`src/rtl/core/pfa_pkg.sv`:
```
// ----------------------------------------------------------------------------
// pfa_pkg: page frame allocator shared definitions
// Sizes, request and status codes, and the controller/datapath link types.
// ----------------------------------------------------------------------------
package pfa_pkg;

	localparam int MAX_PAGES  = 1024;
	localparam int PAGE_BYTES = 4096;

	localparam int IDX_W = $clog2(MAX_PAGES);
	localparam int CNT_W = $clog2(MAX_PAGES + 1);
	localparam int OFF_W = $clog2(PAGE_BYTES);

	localparam int CFG_W  = 11;
	localparam int ADDR_W = 32;

	localparam logic [CFG_W-1:0] TOTAL_RESET    = CFG_W'(1024);
	localparam logic [CFG_W-1:0] RESERVED_RESET = '0;

	typedef enum logic [1:0] {
		OP_ALLOC = 2'd0,
		OP_FREE  = 2'd1,
		OP_INIT  = 2'd2
	} op_e;

	typedef enum logic [1:0] {
		ST_OK     = 2'd0,
		ST_EMPTY  = 2'd1,
		ST_REJECT = 2'd2
	} status_e;

	typedef enum logic [1:0] {
		REG_TOTAL    = 2'd0,
		REG_RESERVED = 2'd1
	} reg_idx_e;

	// controller -> datapath
	typedef struct packed {
		logic    latch;     // capture request word
		logic    q_rd;      // read queue head
		logic    mark_rd;   // read mark of freed page
		logic    pop;       // commit allocate
		logic    push_try;  // finish free using mark just read
		logic    init_go;   // reset queue pointers, start sweep
		logic    sweep;     // one sweep step
		logic    reply;     // plain reply
		status_e reply_status;
	} pfa_cmd_t;

	// datapath -> controller
	typedef struct packed {
		logic [1:0] op;
		logic       empty;
		logic       free_ok;
		logic       sweep_last;
	} pfa_stat_t;

	function automatic logic [IDX_W-1:0] next_slot(input logic [IDX_W-1:0] p);
		logic [IDX_W-1:0] n;
		n = (p == IDX_W'(MAX_PAGES - 1)) ? '0 : p + IDX_W'(1);
		return n;
	endfunction

	function automatic logic [ADDR_W-1:0] page_to_addr(input logic [IDX_W-1:0] idx);
		logic [63:0] w;
		w = 64'(idx) << OFF_W;
		return w[ADDR_W-1:0];
	endfunction

endpackage

```
`src/rtl/core/pfa_ctrl.sv`:
```
// ----------------------------------------------------------------------------
// pfa_ctrl: request sequencer
// Steps each request through decode and then, as the request needs, a memory read and write-back or a sweep.
// ----------------------------------------------------------------------------
module pfa_ctrl (
	input  logic              clk,
	input  logic              arst_n,
	input  logic              start,
	output logic              busy,
	input  pfa_pkg::pfa_stat_t stat,
	output pfa_pkg::pfa_cmd_t  cmd
);

	typedef enum logic [2:0] {
		S_IDLE,
		S_EXEC,
		S_ALLOC_WB,
		S_FREE_WB,
		S_SWEEP
	} state_t;

	state_t state_q;
	state_t state_d;

	assign busy = (state_q != S_IDLE);

	always_comb begin
		cmd              = '0;
		cmd.reply_status = pfa_pkg::ST_OK;
		state_d          = state_q;
		unique case (state_q)
			S_IDLE: begin
				if (start) begin
					cmd.latch = 1'b1;
					state_d   = S_EXEC;
				end
			end
			S_EXEC: begin
				unique case (stat.op)
					pfa_pkg::OP_ALLOC: begin
						if (stat.empty) begin
							cmd.reply        = 1'b1;
							cmd.reply_status = pfa_pkg::ST_EMPTY;
							state_d          = S_IDLE;
						end else begin
							cmd.q_rd = 1'b1;
							state_d  = S_ALLOC_WB;
						end
					end
					pfa_pkg::OP_FREE: begin
						if (!stat.free_ok) begin
							cmd.reply        = 1'b1;
							cmd.reply_status = pfa_pkg::ST_REJECT;
							state_d          = S_IDLE;
						end else begin
							cmd.mark_rd = 1'b1;
							state_d     = S_FREE_WB;
						end
					end
					pfa_pkg::OP_INIT: begin
						cmd.init_go = 1'b1;
						state_d     = S_SWEEP;
					end
					default: begin
						// unused opcode: plain acknowledge
						cmd.reply = 1'b1;
						state_d   = S_IDLE;
					end
				endcase
			end
			S_ALLOC_WB: begin
				cmd.pop = 1'b1;
				state_d = S_IDLE;
			end
			S_FREE_WB: begin
				cmd.push_try = 1'b1;
				state_d      = S_IDLE;
			end
			S_SWEEP: begin
				cmd.sweep = 1'b1;
				if (stat.sweep_last) begin
					cmd.reply = 1'b1;
					state_d   = S_IDLE;
				end
			end
			default: state_d = S_IDLE;
		endcase
	end

	always_ff @(posedge clk or negedge arst_n) begin
		if (!arst_n) begin
			state_q <= S_IDLE;
		end else begin
			state_q <= state_d;
		end
	end

endmodule

```
`config.mk`:
```
export PLATFORM = sky130hd
export DESIGN_NAME = pfa_ctrl
export DESIGN_NICKNAME = d
export VERILOG_FILES = /design/src/rtl/core/pfa_pkg.sv /design/src/rtl/core/pfa_ctrl.sv
export SDC_FILE = /design/constraint.sdc
export NUM_CORES = 1
export LEC_CHECK = 0
export BUFFER_PORTS_ARGS = -buffer_cell sky130_fd_sc_hd__clkbuf_2
export CAP_MARGIN = 40
export CORE_AREA = 4 4 41 43
export DETAILED_ROUTE_END_ITERATION = 7
export DIE_AREA = 0 0 45 47
export PLACE_DENSITY = 0.46
export SYNTH_ARGS = -nofsm -noshare
export SYNTH_HDL_FRONTEND = slang
export SYNTH_SLANG_ARGS = --single-unit
```
`constraint.sdc`:
```
create_clock -name clk -period 3.3 [get_ports clk]
set_input_delay 0.165 -clock clk [delete_from_list [all_inputs] [get_ports clk]]
set_output_delay 0.165 -clock clk [all_outputs]
set_load 0.02 [all_outputs]
```
# Yosys cells after proc, flatten, opt, wreduce, memory -nomap -nowiden
# Index checks and enable logic that the tools add are counted.
# W data, S select, Z words.
# classes
shift	0
reduce_logical	4
muxes	25
n_mul	0
n_bitwise	0
n_eq_ne	8
div	0
n_addsub	0
n_lt_le_gt_ge	0
# op_table
op	n
$pmux W3 S3	2
$mux W1	12
$mux W3	4
$mux W2	4
$eq A3 B2 Y1 const B	2
$ne A2 B2 Y1 const B	2
$pmux W2 S2	1
$eq A3 B1 Y1 const B	1
$eq A3 B3 Y1 const B	1
$logic_not A3 Y1	1
$pmux W1 S3	1
$reduce_bool A3 Y1	1
$eq A2 B1 Y1 const B	1
$eq A2 B2 Y1 const B	1
$logic_not A2 Y1	1
$pmux W1 S2	1
$reduce_and A2 Y1	1
# totals
mem_bits_ro	0
ram_bits	0
latch_bits	0
wordCells	38
memories	0
register_bits	3
in_bits	8
output_inout_bits	11

# Depth between registers and ports, before layout
# logic_depth
ltp_word	3
depth_mapped	3
mapped_depth_nobuf	3

# Worst setup path after synthesis
# Ideal clock, no wire load.
# synth_path
path_kind	register -> output
startpoint	register state_q[2]
endpoint	output cmd[8] (netlist name)
arrival_time_ns	1.368
n_path_buf	0
path_stages_with_launch	4
slack_ns	1.767
path_cell_list	dfrtp_1 nand2b_1 or3_4 nor3_1
# synth_rtl
element	line_no	source
start: declaration	pfa_ctrl.sv:22	state_t state_q;
start signal: assignment	pfa_ctrl.sv:94	state_q <= state_d;
end: declaration	pfa_ctrl.sv:11	output pfa_pkg::pfa_cmd_t cmd

==> flow_results.org <==
** Logic synthesis
- Syn nets :: 40
- Counting flops with an async set or reset pin after synthesis yields a share of 1.00.
- Yosys printed 0 warnings.
- Mean instance size in the synthesized netlist :: 8.25 um^2
- Commonest cells in the synthesized netlist :: 5 x nor2_1, 4 x nor2b_1, 3 x dfrtp_1, 3 x inv_1
- Among all flip-flop cells after synthesis, the most frequent one is dfrtp_1.
- Of the total synthesized cell area, the portion taken by full adders, half adders and majority gates is 0.
- Top cells by area, synth :: dfrtp_1 28%, nor2b_1 9.5%, nor2_1 7.1%
- The share of synthesized area in the top cell type comes to 0.284.
- Largest area contributor in the netlist :: dfrtp_1
- Sequential cell area fraction in the yosys report :: 0.284
- Summing every instance area after synthesis gives around 260 um^2.
- nor2_1 is the most common cell in the netlist.
- Xor and xnor area share after synthesis :: 0
- Counting flops and latches in the post-synthesis netlist gives 3.
- In this run, synthesis inferred 0 flip-flops with an integrated enable.
- Number of instances in the synthesized netlist :: 32
- Of the post-synthesis cell area, the part taken by muxes is 0.0379.
- Basic-gate share of the synthesized area counting and, or, nand and nor cells :: 0.540
- Netlist cell types :: 19
- By area, the combinational part of the netlist is dominated by simple AND/OR/NAND/NOR gates.
- Compound-gate portion of the synthesized area :: 0.0948

** STA
- Setup repair after global routing missed its margin :: false
- Final hold analysis gives a worst-case slack of 219 ps.
- Total Negative Setup Slacks :: 0 ps
- The hold violation total from the final report is 0.
- Actual transition at the worst max-transition pin :: about 220 ps
- Final clock period utilization by the worst path :: 0.517
- Final-report max-slew violation count :: 0
- In this run the tightest slew margin relative to its limit is 0.854.
- Setup Skew :: ~0.31 ps
- Number of endpoints failing setup at the final stage :: 0
- Final worst path period need :: 1710 ps
- For this run, the top clock speed supported by timing is 586 MHz.

** GRT
- Total congestion overflow :: 0
- In this run the most used layer during global routing was met2.
- The first global-routing pass estimated 1190 um of wire.
- The initial antenna violation count came to 0.
- GRT Util Overall :: 0.0855
- In the global route stage, met2 resource usage came out at 0.110.
- For met3 alone, demand over resource in global routing was 0.0460.
- Via count of the first global-routing pass :: ~290
- Routing usage on met1 :: 0.0961
- Maximum number of pins on one net before global-route repair :: 9

** Clock tree
- For this design, the sink count on the clock tree is 3.
- Insertion delay of the later-clocked pin in the worst-skew pair :: about 240 ps
- Setup bufs post-CTS :: 0
- In this run the number of H-tree levels came out at 1.
- Clock buffers created by TritonCTS :: 3
- Clock Pin Slew Worst Setup and Hold Paths :: 40 ps
- Once the clock tree was built, the resizer swapped 0 gates to a different size.
- The tree is rooted in a clkbuf_4.
- Clock tree from TritonCTS :: built
- Max Buffers Root-to-Sink :: 2

** Drt
- Routed Wire Length :: 721 um
- Number of nets with antenna violations after detailed routing :: 0
- Routed vias/inst :: 4.31
- After detailed routing, the number of remaining DRC violations is 0.
- After detailed routing, the average wire length per cell comes to 10.3 um.
- For this block, the via count after detailed routing is about 300.
- Count of TritonRoute iterations in the first routing pass :: 2
- After the first detailed-routing iteration, the DRC count stood at 1.

** Critical path
- The slowest stage of the critical path belongs to the cell dfrtp_1.
- STA classifies the critical path endpoint as an output pin.
- At the worst endpoint, the arrival time is 1540 ps.
- The cell family contributing the most delay on the critical path is simple AND/OR/NAND/NOR gates.
- Sum of buffers and inverters on the critical path :: 1
- The worst setup path is of the flop to output pin kind.
- The worst setup path is launched from a flop.
- CP max FO :: 6
- The largest single stage delay on the critical path is 410 ps.
- Cells along the critical path :: nand2b_1 > or3_4 > nor3b_2 > clkbuf_2
- For the worst setup path, the data required time is about 3100 ps.

** Floorplanning
- In this run the vertical extent of the chip is about 47 um.
- The die covers 2120 um^2.
- Effective utilization at floorplan :: 0.203
- Width of the die :: 45 um
- Standard-cell row count :: 13
- For this design the top-level I/O count stands at 19.
- The core region is between 1000 and 1500 um^2.

** Layout
- Net count of the finished layout :: 64
- The finished layout holds 70 standard cells, fillers aside.
- Of the cells placed in the final design, the portion with a size suffix greater than 1 is 0.491.
- The largest registers in the layout are state_q x3.
- Number of flip-flops in the largest register :: 3
- Util after Layout :: 0.314
- The repair_antennas step left the layout with diodes totalling 0.
- Reg with most FFs :: state_q
- Compared with the post-synthesis result, the final layout area differs by 55.0%.

** Outcome
- The flow ran to the end, and the final reports show no timing, DRC or antenna violations.

** Placement
- Final HPWL DP :: 573 um
- Placed Cells incl. Taps :: 65
- The congestion estimate from routability-driven global placement came to 0.640.
- Count of buffers from port buffering :: 18

** Run
- Max-cap violations in this run came to 0.

** Power and ir drop
- For this design the static power due to leakage is 0.212 nW.
- Summing internal, switching and leakage power gives 176 uW.
- VDD sags by at most 188 uV.
- Power density over the cells :: between 400 and 500 nW/um^2

** Min path
- In this run the worst hold path is classified as primary input to flop.
## layout by cell type, fill, tap and decap left out
cell	synthesis	final
clkbuf_4	0	3
nor2_1	5	5
nor3_1	2	2
nand2_1	1	1
mux2i_1	1	1
nand3b_1	1	1
clkbuf_2	0	18
or3_4	1	1
nor3b_1	1	1
and3b_2	1	1
o21ai_0	1	1
dfrtp_1	3	3
nor3b_2	1	1
nor3_2	1	1
clkbuf_1	0	1
o32a_2	1	1
dlygate4sd3_1	0	1
nand2b_1	2	2
inv_1	3	3
or3_2	1	1
and2_1	1	1
o32ai_1	1	1
nor2b_1	4	4
## worst paths after layout
path,depth (start not counted),startpoint,to,slack [ps]
setup / recovery,4,state_q[2],cmd[0],1590
hold / removal,3,stat[0],state_q[2],220
setup reg to reg,3,state_q[2],state_q[1],2110
hold reg to reg,1,state_q[1],state_q[2],550
max in group asynchronous,2,arst_n,state_q[0],2930
min in group asynchronous,2,arst_n,state_q[1],260
## power by group
part	switching, mW	internal [mW]
Combinational	0.0363	0.0267
Clock	0.0203	0.0454
Sequential	0.00667	0.0411
Total	0.0633	0.113
## routing by layer
metal,vias up,share of wire
met4,0,0
met2,12,0.45
met1,134,0.48
met5,-,0
li1,156,-
met3,0,0.067
## final cells by class
class                           count  area (um^2)
Inverter                            3         11.3
Timing Repair Buffer               19          100
Fill cell                         159          892
Tap cell                           15         18.8
Multi-Input combinational cell     26          178
Clock buffer                        4         26.3
Sequential cell                     3         75.1
## metrics by stage
stage | worst slack [ps] | cell area, um^2
final | 1590 | 409
after floorplan | 1770 | 264
after global placement | 1850 | 373
after CTS | 1570 | 409
after global routing | 1490 | 409
after detailed placement | 1840 | 373
## worst register-to-register path, cell delays in order, from the launching register on
cell and delay [ps]:
dfrtp_1 410, nand2b_1 180, or3_4 370, nor3_2 160
## timing repair
action	4_1_cts	5_1_grt
endpoints found under the setup margin	0	0
hold buffers	1	0
hold endpoints to repair	3	0
## cell families after synthesis
logic type	Yosys count
simple gates	22
compound gates	3
flops	3
buf+inv	3
mux	1
No activity file was read; power rests on OpenSTA's default activity.
